## src/rtl/saf_pkg.sv

```systemverilog
package saf_pkg;

   localparam int MAX_MSG_BYTES_DEFAULT = 1024;

   // offsets inside a message are bounded by the 16-bit length fields
   localparam int OFF_W = 18;
   localparam int HDR_BYTES = 20;

   localparam logic [31:0] STUN_COOKIE = 32'h2112A442;
   localparam logic [15:0] PORT_MASK = 16'h2112;

   localparam logic [2:0] STATUS_OK = 3'd0;
   localparam logic [2:0] STATUS_NOT_STUN = 3'd1;
   localparam logic [2:0] STATUS_NOT_FOUND = 3'd2;
   localparam logic [2:0] STATUS_SHORT_ATTR = 3'd3;
   localparam logic [2:0] STATUS_BAD_FAMILY = 3'd4;
   localparam logic [2:0] STATUS_TRUNCATED = 3'd5;

   localparam logic [1:0] FAMILY_NONE = 2'd0;
   localparam logic [1:0] FAMILY_IPV4 = 2'd1;
   localparam logic [1:0] FAMILY_IPV6 = 2'd2;

   localparam logic [15:0] ATTR_TYPE_DEFAULT = 16'h0020;
   localparam logic XOR_MODE_DEFAULT = 1'b1;

   localparam int KNOWN_TYPE_COUNT = 21;
   localparam logic [15:0] KNOWN_TYPES [KNOWN_TYPE_COUNT] = '{
      16'h0017, 16'h0016, 16'h0001, 16'h0003, 16'h0004, 16'h0009, 16'h0002,
      16'h0008, 16'h0011, 16'h0101, 16'h0102, 16'h0103, 16'h0104, 16'h0108,
      16'h0109, 16'h0113, 16'h0112, 16'h0114, 16'h0118, 16'h0111, 16'h0119
   };

   typedef struct packed {
      logic [15:0] wanted_attr_type;
      logic        xor_mode;
   } saf_cfg_type;

   typedef struct packed {
      logic [2:0]  status;
      logic [15:0] msg_type;
      logic        type_known;
      logic [1:0]  addr_family;
      logic [15:0] port_number;
      logic [63:0] addr_hi;
      logic [63:0] addr_lo;
      logic        pair;
   } saf_result_type;

   function automatic logic type_is_known(logic [15:0] t);
      logic hit;
      hit = 1'b0;
      for (int i = 0; i < KNOWN_TYPE_COUNT; i++) begin
         if (KNOWN_TYPES[i] == t) begin
            hit = 1'b1;
         end
      end
      return hit;
   endfunction

endpackage

```

## src/rtl/saf_ifs.sv

```systemverilog
interface saf_req_if;
   logic       valid;
   logic       ready;
   logic [7:0] msg_byte;
   logic       is_last;

   modport source(output valid, output msg_byte, output is_last, input ready);
   modport sink(input valid, input msg_byte, input is_last, output ready);
endinterface

interface saf_rsp_if;
   logic        valid;
   logic        ready;
   logic [2:0]  status;
   logic [15:0] msg_type;
   logic        type_known;
   logic [1:0]  addr_family;
   logic [15:0] port_number;
   logic [63:0] addr_word;
   logic        word_index;
   logic        last_result;

   modport source(output valid, output status, output msg_type, output type_known,
                  output addr_family, output port_number, output addr_word,
                  output word_index, output last_result, input ready);
   modport sink(input valid, input status, input msg_type, input type_known,
                input addr_family, input port_number, input addr_word,
                input word_index, input last_result, output ready);
endinterface

```

## src/rtl/saf_csr.sv

```systemverilog
module saf_csr (
   input  logic                 clock,
   input  logic                 reset,
   input  logic                 psel,
   input  logic                 penable,
   input  logic                 pwrite,
   input  logic [2:0]           paddr,
   input  logic [31:0]          pwdata,
   output logic [31:0]          prdata,
   output logic                 pready,
   output saf_pkg::saf_cfg_type cfg
);

   localparam logic REG_WANTED_ATTR = 1'b0;
   localparam logic REG_XOR_MODE = 1'b1;

   logic [15:0] wanted_ff;
   logic        xor_ff;
   logic        wr_en;

   assign pready = 1'b1;
   assign wr_en = psel && penable && pwrite;

   always_ff @(posedge clock) begin
      if (reset) begin
         wanted_ff <= saf_pkg::ATTR_TYPE_DEFAULT;
         xor_ff <= saf_pkg::XOR_MODE_DEFAULT;
      end else if (wr_en) begin
         unique case (paddr[2])
            REG_WANTED_ATTR: wanted_ff <= pwdata[15:0];
            REG_XOR_MODE:    xor_ff <= pwdata[0];
            default:         ;
         endcase
      end
   end

   always_comb begin
      prdata = '0;
      unique case (paddr[2])
         REG_WANTED_ATTR: prdata = {16'h0000, wanted_ff};
         REG_XOR_MODE:    prdata = {31'h0, xor_ff};
         default:         prdata = '0;
      endcase
   end

   assign cfg.wanted_attr_type = wanted_ff;
   assign cfg.xor_mode = xor_ff;

endmodule

```

## src/rtl/saf_parse.sv

```systemverilog
module saf_parse #(
   parameter int MAX_MSG_BYTES = saf_pkg::MAX_MSG_BYTES_DEFAULT
) (
   input  logic                    clock,
   input  logic                    reset,
   input  saf_pkg::saf_cfg_type    cfg,
   input  logic                    in_valid,
   output logic                    in_ready,
   input  logic [7:0]              in_byte,
   input  logic                    in_last,
   output logic                    res_push,
   input  logic                    res_room,
   output saf_pkg::saf_result_type res_data
);

   localparam int POS_W = $clog2(MAX_MSG_BYTES + 22);
   localparam int OFF_W = saf_pkg::OFF_W;

   logic                 vld_ff;
   logic [7:0]           byte_ff;
   logic                 last_ff;
   logic                 advance;

   logic [POS_W-1:0]     pos_ff, pos_in;
   logic [15:0]          htype_ff, htype_in;
   logic [15:0]          hlen_ff, hlen_in;
   logic                 hvalid_ff, hvalid_in;
   logic [OFF_W-1:0]     nxt_ff, nxt_in;
   logic [31:0]          shift_ff, shift_in;
   logic [OFF_W-1:0]     found_ff, found_in;
   logic [95:0]          tid_ff, tid_in;
   logic [63:0]          addr_ff [2];
   logic [63:0]          addr_in [2];
   logic [31:0]          fp_ff, fp_in;

   logic [OFF_W-1:0]     p, eom, eom_in, count;
   logic [4:0]           j;
   logic [3:0]           k;
   logic [15:0]          alen, fam, port;
   logic [31:0]          ip4;

   assign advance = vld_ff && (!last_ff || res_room);
   assign in_ready = !vld_ff || advance;
   assign res_push = advance && last_ff;

   always_ff @(posedge clock) begin
      if (reset) begin
         vld_ff <= 1'b0;
      end else if (in_valid && in_ready) begin
         vld_ff <= 1'b1;
      end else if (advance) begin
         vld_ff <= 1'b0;
      end
   end

   always_ff @(posedge clock) begin
      if (in_valid && in_ready) begin
         byte_ff <= in_byte;
         last_ff <= in_last;
      end
   end

   always_ff @(posedge clock) begin
      if (reset || (advance && last_ff)) begin
         pos_ff <= '0;
         htype_ff <= '0;
         hlen_ff <= '0;
         hvalid_ff <= 1'b1;
         nxt_ff <= OFF_W'(saf_pkg::HDR_BYTES);
         shift_ff <= '0;
         found_ff <= '0;
         addr_ff[0] <= '0;
         addr_ff[1] <= '0;
         fp_ff <= '0;
      end else if (advance) begin
         pos_ff <= pos_in;
         htype_ff <= htype_in;
         hlen_ff <= hlen_in;
         hvalid_ff <= hvalid_in;
         nxt_ff <= nxt_in;
         shift_ff <= shift_in;
         found_ff <= found_in;
         addr_ff[0] <= addr_in[0];
         addr_ff[1] <= addr_in[1];
         fp_ff <= fp_in;
      end
   end

   always_ff @(posedge clock) begin
      if (advance) begin
         tid_ff <= tid_in;
      end
   end

   always_comb begin
      p = OFF_W'(pos_ff);
      eom = OFF_W'(saf_pkg::HDR_BYTES) + OFF_W'(hlen_ff);
      htype_in = htype_ff;
      hlen_in = hlen_ff;
      hvalid_in = hvalid_ff;
      nxt_in = nxt_ff;
      shift_in = shift_ff;
      found_in = found_ff;
      tid_in = tid_ff;
      addr_in[0] = addr_ff[0];
      addr_in[1] = addr_ff[1];
      fp_in = fp_ff;
      j = 5'(p - found_ff - OFF_W'(4));
      k = 4'(j - 5'd4);

      if (p == OFF_W'(0)) begin
         htype_in = {byte_ff, 8'h00};
         if (byte_ff >= 8'd3) begin
            hvalid_in = 1'b0;
         end
      end else if (p == OFF_W'(1)) begin
         htype_in = {htype_ff[15:8], byte_ff};
      end else if (p == OFF_W'(2)) begin
         hlen_in = {byte_ff, 8'h00};
      end else if (p == OFF_W'(3)) begin
         hlen_in = {hlen_ff[15:8], byte_ff};
         if (hlen_in > 16'(MAX_MSG_BYTES)) begin
            hvalid_in = 1'b0;
         end
      end else if (p < OFF_W'(8)) begin
         if (byte_ff != saf_pkg::STUN_COOKIE[{~p[1:0], 3'b000} +: 8]) begin
            hvalid_in = 1'b0;
         end
      end else if (p < OFF_W'(saf_pkg::HDR_BYTES)) begin
         tid_in = {tid_ff[87:0], byte_ff};
      end else if (p < eom) begin
         if (found_ff == '0) begin
            if (p >= nxt_ff && (nxt_ff + OFF_W'(4)) <= eom) begin
               shift_in = {shift_ff[23:0], byte_ff};
               if (p == nxt_ff + OFF_W'(3)) begin
                  if (shift_in[31:16] == cfg.wanted_attr_type) begin
                     found_in = nxt_ff;
                  end else begin
                     nxt_in = nxt_ff + OFF_W'(4)
                            + ((OFF_W'(shift_in[15:0]) + OFF_W'(3)) & ~OFF_W'(3));
                  end
               end
            end
         end else if (p >= found_ff + OFF_W'(4) && p < found_ff + OFF_W'(24)) begin
            if (j < 5'd4) begin
               fp_in[{~j[1:0], 3'b000} +: 8] = byte_ff;
            end else begin
               addr_in[k[3]][{~k[2:0], 3'b000} +: 8] = byte_ff;
            end
         end
      end

      pos_in = (pos_ff == '1) ? pos_ff : pos_ff + POS_W'(1);
   end

   always_comb begin
      count = OFF_W'(pos_in);
      eom_in = OFF_W'(saf_pkg::HDR_BYTES) + OFF_W'(hlen_in);
      alen = shift_in[15:0];
      fam = fp_in[31:16];
      port = fp_in[15:0] ^ (cfg.xor_mode ? saf_pkg::PORT_MASK : 16'h0000);
      ip4 = addr_in[0][63:32] ^ (cfg.xor_mode ? saf_pkg::STUN_COOKIE : 32'h0);

      res_data.status = saf_pkg::STATUS_OK;
      res_data.msg_type = htype_in;
      res_data.type_known = saf_pkg::type_is_known(htype_in);
      res_data.addr_family = saf_pkg::FAMILY_NONE;
      res_data.port_number = '0;
      res_data.addr_hi = '0;
      res_data.addr_lo = '0;
      res_data.pair = 1'b0;

      if (count < OFF_W'(saf_pkg::HDR_BYTES) || !hvalid_in) begin
         res_data.status = saf_pkg::STATUS_NOT_STUN;
      end else if (count < eom_in) begin
         res_data.status = saf_pkg::STATUS_TRUNCATED;
      end else if (found_in == '0) begin
         res_data.status = saf_pkg::STATUS_NOT_FOUND;
      end else if (fam == 16'd1) begin
         if (alen < 16'd8) begin
            res_data.status = saf_pkg::STATUS_SHORT_ATTR;
         end else begin
            res_data.addr_family = saf_pkg::FAMILY_IPV4;
            res_data.port_number = port;
            res_data.addr_hi = {32'h0, ip4};
         end
      end else if (fam == 16'd2) begin
         if (alen < 16'd20) begin
            res_data.status = saf_pkg::STATUS_SHORT_ATTR;
         end else begin
            res_data.addr_family = saf_pkg::FAMILY_IPV6;
            res_data.port_number = port;
            res_data.pair = 1'b1;
            res_data.addr_hi = addr_in[0]
               ^ (cfg.xor_mode ? {saf_pkg::STUN_COOKIE, tid_in[95:64]} : 64'h0);
            res_data.addr_lo = addr_in[1] ^ (cfg.xor_mode ? tid_in[63:0] : 64'h0);
         end
      end else begin
         res_data.status = saf_pkg::STATUS_BAD_FAMILY;
      end
   end

endmodule

```

## src/rtl/saf_out.sv

```systemverilog
module saf_out (
   input  logic                    clock,
   input  logic                    reset,
   input  logic                    res_push,
   output logic                    res_room,
   input  saf_pkg::saf_result_type res_data,
   output logic                    rsp_valid,
   input  logic                    rsp_ready,
   output logic [2:0]              rsp_status,
   output logic [15:0]             rsp_msg_type,
   output logic                    rsp_type_known,
   output logic [1:0]              rsp_addr_family,
   output logic [15:0]             rsp_port_number,
   output logic [63:0]             rsp_addr_word,
   output logic                    rsp_word_index,
   output logic                    rsp_last_result
);

   logic                    valid_ff;
   logic                    idx_ff;
   saf_pkg::saf_result_type res_ff;
   logic                    last_out;
   logic                    taken;

   assign last_out = !res_ff.pair || idx_ff;
   assign taken = valid_ff && rsp_ready;
   assign res_room = !valid_ff || (taken && last_out);

   always_ff @(posedge clock) begin
      if (reset) begin
         valid_ff <= 1'b0;
         idx_ff <= 1'b0;
      end else if (res_push) begin
         valid_ff <= 1'b1;
         idx_ff <= 1'b0;
      end else if (taken && last_out) begin
         valid_ff <= 1'b0;
      end else if (taken) begin
         idx_ff <= 1'b1;
      end
   end

   always_ff @(posedge clock) begin
      if (res_push) begin
         res_ff <= res_data;
      end
   end

   assign rsp_valid = valid_ff;
   assign rsp_status = res_ff.status;
   assign rsp_msg_type = res_ff.msg_type;
   assign rsp_type_known = res_ff.type_known;
   assign rsp_addr_family = res_ff.addr_family;
   assign rsp_port_number = res_ff.port_number;
   assign rsp_addr_word = idx_ff ? res_ff.addr_lo : res_ff.addr_hi;
   assign rsp_word_index = idx_ff;
   assign rsp_last_result = last_out;

endmodule

```

## src/rtl/stun_attribute_finder.sv

```systemverilog
// STUN attribute finder.
// req_chan carries one message byte per request, is_last marking the final
// byte of a message. Bytes are taken at one per cycle while req_chan.ready is
// high, with no gap between messages. rsp_chan returns one result per message,
// or two for an IPv6 address (upper half first, then lower half, last_result on
// the second). The first result goes from the input register to the result
// register; the second IPv6 half follows in the cycle after the first is taken.
// The APB port holds the wanted attribute type (address 0) and the xor mode
// (address 4); write them only while no message is in flight.
// Reset returns the registers to type 0x0020 and xor mode on, drops any
// partial message and empties the result register.
// When the receiver stalls, the result is held; bytes keep flowing until a
// last byte reaches the parse stage while the result register is still full,
// and then req_chan.ready drops until the result register frees.
module stun_attribute_finder #(
   parameter int MAX_MSG_BYTES = saf_pkg::MAX_MSG_BYTES_DEFAULT
) (
   input  logic        clock,
   input  logic        reset,
   saf_req_if.sink     req_chan,
   saf_rsp_if.source   rsp_chan,
   input  logic        psel,
   input  logic        penable,
   input  logic        pwrite,
   input  logic [2:0]  paddr,
   input  logic [31:0] pwdata,
   output logic [31:0] prdata,
   output logic        pready
);

   saf_pkg::saf_cfg_type    cfg;
   saf_pkg::saf_result_type res_data;
   logic                    res_push;
   logic                    res_room;

   saf_csr u_csr (
      .clock   (clock),
      .reset   (reset),
      .psel    (psel),
      .penable (penable),
      .pwrite  (pwrite),
      .paddr   (paddr),
      .pwdata  (pwdata),
      .prdata  (prdata),
      .pready  (pready),
      .cfg     (cfg)
   );

   saf_parse #(
      .MAX_MSG_BYTES (MAX_MSG_BYTES)
   ) u_parse (
      .clock    (clock),
      .reset    (reset),
      .cfg      (cfg),
      .in_valid (req_chan.valid),
      .in_ready (req_chan.ready),
      .in_byte  (req_chan.msg_byte),
      .in_last  (req_chan.is_last),
      .res_push (res_push),
      .res_room (res_room),
      .res_data (res_data)
   );

   saf_out u_out (
      .clock           (clock),
      .reset           (reset),
      .res_push        (res_push),
      .res_room        (res_room),
      .res_data        (res_data),
      .rsp_valid       (rsp_chan.valid),
      .rsp_ready       (rsp_chan.ready),
      .rsp_status      (rsp_chan.status),
      .rsp_msg_type    (rsp_chan.msg_type),
      .rsp_type_known  (rsp_chan.type_known),
      .rsp_addr_family (rsp_chan.addr_family),
      .rsp_port_number (rsp_chan.port_number),
      .rsp_addr_word   (rsp_chan.addr_word),
      .rsp_word_index  (rsp_chan.word_index),
      .rsp_last_result (rsp_chan.last_result)
   );

endmodule
```

## src/flat_wrapper.sv

```systemverilog
// flat-port wrapper written by rule: the top's interface ports become plain ports
module stun_attribute_finder_flat 
#(
   parameter int MAX_MSG_BYTES = saf_pkg::MAX_MSG_BYTES_DEFAULT
)
  (clock, reset, psel, penable, pwrite, paddr, pwdata, prdata, pready, req_chan_valid, req_chan_msg_byte, req_chan_is_last, req_chan_ready, rsp_chan_valid, rsp_chan_status, rsp_chan_msg_type, rsp_chan_type_known, rsp_chan_addr_family, rsp_chan_port_number, rsp_chan_addr_word, rsp_chan_word_index, rsp_chan_last_result, rsp_chan_ready);
  saf_req_if req_chan_i ();
  saf_rsp_if rsp_chan_i ();
  input  logic clock;
  input  logic reset;
  input  logic psel;
  input  logic penable;
  input  logic pwrite;
  input  logic [2:0] paddr;
  input  logic [31:0] pwdata;
  output logic [31:0] prdata;
  output logic pready;
  input wire logic [$bits(req_chan_i.valid)-1:0] req_chan_valid;
  input wire logic [$bits(req_chan_i.msg_byte)-1:0] req_chan_msg_byte;
  input wire logic [$bits(req_chan_i.is_last)-1:0] req_chan_is_last;
  output wire logic [$bits(req_chan_i.ready)-1:0] req_chan_ready;
  output wire logic [$bits(rsp_chan_i.valid)-1:0] rsp_chan_valid;
  output wire logic [$bits(rsp_chan_i.status)-1:0] rsp_chan_status;
  output wire logic [$bits(rsp_chan_i.msg_type)-1:0] rsp_chan_msg_type;
  output wire logic [$bits(rsp_chan_i.type_known)-1:0] rsp_chan_type_known;
  output wire logic [$bits(rsp_chan_i.addr_family)-1:0] rsp_chan_addr_family;
  output wire logic [$bits(rsp_chan_i.port_number)-1:0] rsp_chan_port_number;
  output wire logic [$bits(rsp_chan_i.addr_word)-1:0] rsp_chan_addr_word;
  output wire logic [$bits(rsp_chan_i.word_index)-1:0] rsp_chan_word_index;
  output wire logic [$bits(rsp_chan_i.last_result)-1:0] rsp_chan_last_result;
  input wire logic [$bits(rsp_chan_i.ready)-1:0] rsp_chan_ready;
  assign req_chan_i.valid = req_chan_valid;
  assign req_chan_i.msg_byte = req_chan_msg_byte;
  assign req_chan_i.is_last = req_chan_is_last;
  assign req_chan_ready = req_chan_i.ready;
  assign rsp_chan_valid = rsp_chan_i.valid;
  assign rsp_chan_status = rsp_chan_i.status;
  assign rsp_chan_msg_type = rsp_chan_i.msg_type;
  assign rsp_chan_type_known = rsp_chan_i.type_known;
  assign rsp_chan_addr_family = rsp_chan_i.addr_family;
  assign rsp_chan_port_number = rsp_chan_i.port_number;
  assign rsp_chan_addr_word = rsp_chan_i.addr_word;
  assign rsp_chan_word_index = rsp_chan_i.word_index;
  assign rsp_chan_last_result = rsp_chan_i.last_result;
  assign rsp_chan_i.ready = rsp_chan_ready;
  stun_attribute_finder #(.MAX_MSG_BYTES(MAX_MSG_BYTES)) u_core (.clock(clock), .reset(reset), .req_chan(req_chan_i), .rsp_chan(rsp_chan_i), .psel(psel), .penable(penable), .pwrite(pwrite), .paddr(paddr), .pwdata(pwdata), .prdata(prdata), .pready(pready));
endmodule
```

## config.mk

```make
export PLATFORM = sky130hd
export DESIGN_NAME = stun_attribute_finder_flat
export DESIGN_NICKNAME = d
export VERILOG_FILES = /design/src/rtl/saf_pkg.sv /design/src/rtl/saf_ifs.sv /design/src/rtl/saf_csr.sv /design/src/rtl/saf_parse.sv /design/src/rtl/saf_out.sv /design/src/rtl/stun_attribute_finder.sv /design/src/flat_wrapper.sv
export SDC_FILE = /design/constraint.sdc
export NUM_CORES = 1
export LEC_CHECK = 0
export BUFFER_PORTS_ARGS = -buffer_cell sky130_fd_sc_hd__buf_2
export CAP_MARGIN = 10
export CORE_AREA = 4 4 351 353
export DETAILED_ROUTE_END_ITERATION = 8
export DIE_AREA = 0 0 355 357
export GPL_TIMING_DRIVEN = 1
export SYNTH_ARGS = -nofsm -noshare
export SYNTH_HDL_FRONTEND = slang
export SYNTH_SLANG_ARGS = --single-unit
```

## constraint.sdc

```tcl
create_clock -name clock -period 43.4 [get_ports clock]
set_clock_uncertainty 0.05 [all_clocks]
set_input_delay 4.34 -clock clock [delete_from_list [all_inputs] [get_ports clock]]
set_output_delay 4.34 -clock clock [all_outputs]
set_load 0.01 [all_outputs]
```

==> results.ini <==
[routing]
drt_wl_total_um=88900
ant_nets=0
vias=21000
drcViolationCount=0
drt-wirelength-per-cell_um=20.1
vias_per_cell=4.74
firstDrtPassIters=5
first_iter_violations=1848

[cells_and_area]
fin_nets=2923
fin_util_pct=28.5
synthToLayoutAreaGrowth_pct=14.2
final_layout_size_suffix_gt1_share_pct=18.2

[synthesis]
yosysTopAreaCellShare_pct=40.1
synth_adder_area_share_pct=4.40
synth_compound_area_share_pct=8.99
ys_types=83
yosys.area.top_type=edfxtp_1
synth_top_family_by_area=simple AND/OR/NAND/NOR gates
synth_flop_cell=edfxtp_1
ys_seq_area_share_pct=50.4
synth_area_leaders=edfxtp_1, dfxtp_1, mux2_2
synth-seq-cells=553
async_reset_ff_share_pct=0
synth_most_common_cell=edfxtp_1
synthMuxAreaShare_pct=12.1
yosysWarnings=0
netlist_area_um2=29900
synth_cells=2738
syn_avg_cell_area_um2=10.9
synth_commonest_cells=edfxtp_1, nor2_1, nand2_1
synth_xor_area_share_pct=6.14
synth_edf_count=399
synthSimpleGateAreaFrac_pct=13.4

[die]
ios=190
core_area_um2=120000
die_y_um=357
start_util_pct=25.0
rows=127
chipWidth_um=355
die_area_um2=127000

[setup_path]
crit_chain=buf_2, a21boi_0, nand3_1, buf_2
crit_path_max_incr_delay_ps=540
crit_path_end_kind=output pin
crit_top_cell=buf_2
worstPathArrival_ps=5410
crit_fanout=4
cp.required_ps=39010
crit_path_start_kind=primary input
cp_slowest_cell=a21boi_0
crit_type=in -> out

[sta]
drv_slew=0
setup_tns_ps=0
fmax_mhz=102
hold_violations=0
fin_crit_ps=9800
period_share_pct=22.6
finalSetupViolCount=0
worstMarginPinSlew_ps=1160
relSlewSlack_pct=22.4
rsz0062_at_grt=no

[cts]
cts_buffers=60
cts_buffer_depth=3
cts.clk_slew.worst_paths_ps=60
htreeDepth=2
ctsResizeCount=0
cts_setup_buffers=0
cts_tree=built
ctsHoldBuffers=0
worst_skew_pair.late_latency_ps=660
cts_num_sinks=553
cts-root-buf=clkbuf_16

[global_route]
grt_pass1_wl_um=132000
grt_pass1_vias=20500
antenna_found_initial=5
grt_usage_pct=13.5
grt-ovfl-total=0
grt_max_degree=90

[placement]
io_buffer_count=154
gp_congestion=0.841
dp_hpwl_um=58500

[pwr]
powerDensity_nw_per_um2=36.0
power_leakage_nw=13.5
max-vdd-ir-drop_mv=0.0394

[run]
max_cap_violations=0

[hold_path]
hold_path.class=reg -> reg

[run_status]
status=finished, final reports clean

critical path: cells and delay by family:
family,cells,cell delay (ps)
and+or+nand+nor,1,210
buffers and inverters,2,300
AOI/OAI and AO/OA,1,540
state kept, by name, summed over array words and instances (netlist names), 3 cells and up:
signal and cells:
u_core.u_out.rsp_port_number 16, u_core.u_parse.tid_ff 96, u_core.u_parse.addr_ff 128, u_core.u_out.rsp_status 3, u_core.u_parse.byte_ff 8, u_core.u_parse.nxt_ff 16
u_core.u_out.res_ff 129, u_core.u_parse.hlen_ff 16, u_core.u_csr.wanted_ff 16, u_core.u_out.rsp_msg_type 16, u_core.u_parse.found_ff 18, u_core.u_parse.fp_ff 32
u_core.u_parse.pos_ff 11, u_core.u_parse.shift_ff 24, u_core.u_parse.htype_ff 16
area by class of cell:
type / count / area [µm²]
clock buffer: 66 / 1600
fill: 12400 / 85700
timing repair buffer: 187 / 1020
tap: 1612 / 2020
inverter: 57 / 219
antenna: 1 / 2.50
multi-input combinational: 1909 / 13600
clock inverter: 48 / 642
sequential: 553 / 15100
cell families after synthesis:
kind of cell / after synthesis
other: 2
AOI/OAI and AO/OA: 373
xor gates and xnor gates: 208
buffers and inverters: 291
DFF: 553
and+or+nand+nor: 867
muxes: 340
adders and majority gates: 104
per-stage QoR:
stage | worst slack (ps) | hold WS, ps | instances | total power, mW | area (µm²)
finish | 33600 | 403 | 4433 | 1.23 | 34200
global route | 33520 | 428 | 4432 | 1.27 | 34200
global placement | 33600 | 384 | 4318 | 0.661 | 31900
floorplan | 25850 | 375 | 2753 | 0.641 | 30000
CTS | 33610 | 407 | 4432 | 1.24 | 34200
detailed placement | 33600 | 392 | 4318 | 0.662 | 31900
final timing paths:
kind	from	end	slack [ps]	depth (start not counted)
worst min-delay path	u_core.u_parse.htype_ff[13]	u_core.u_parse.htype_ff[13]	400	2
worst max register to register	u_core.u_parse.pos_ff[0]	u_core.u_out.rsp_port_number[11]	35060	21
worst max-delay path	rsp_chan_ready	req_chan_ready	33600	4
worst min register to register	u_core.u_parse.htype_ff[13]	u_core.u_parse.htype_ff[13]	400	2
metal layers:
layer,vias to the layer above,track usage (%),wire [µm]
li1,9931,-,-
met4,2,3.88,2380
met3,124,2.31,5140
met1,10400,18.3,40000
met5,-,0,12
met2,594,22.3,41300
report_power, final:
part	switching, mW	internal [mW]	total, mW
Clock	0.233	0.345	0.578
Sequential	0.00595	0.577	0.583
Combinational	0.0465	0.0209	0.0674
placed cells by master (no fill, tap or decap), drive strengths merged, types with 10 or more instances in the layout:
cell type / netlist / routed
and2: 31 / 31
o22ai: 29 / 29
o21ai: 51 / 51
mux2: 180 / 180
o32ai: 10 / 10
xor2: 52 / 52
a221oi: 20 / 20
dfxtp: 154 / 154
inv: 57 / 60
nor2: 334 / 334
edfxtp: 399 / 399
conb: 2 / 17
nand4: 34 / 34
clkinv: 0 / 27
nor3: 35 / 35
and3: 20 / 20
a31oi: 12 / 12
ha: 102 / 102
nand3: 68 / 68
mux2i: 160 / 160
and4: 12 / 12
buf: 100 / 187
a21oi: 85 / 85
a21o: 19 / 19
a22o: 76 / 76
nand2: 234 / 234
bufinv: 0 / 13
nor2b: 20 / 20
clkbuf: 134 / 66
xnor2: 155 / 155
nor4: 27 / 27
No activity file was read; power rests on OpenSTA's default activity.
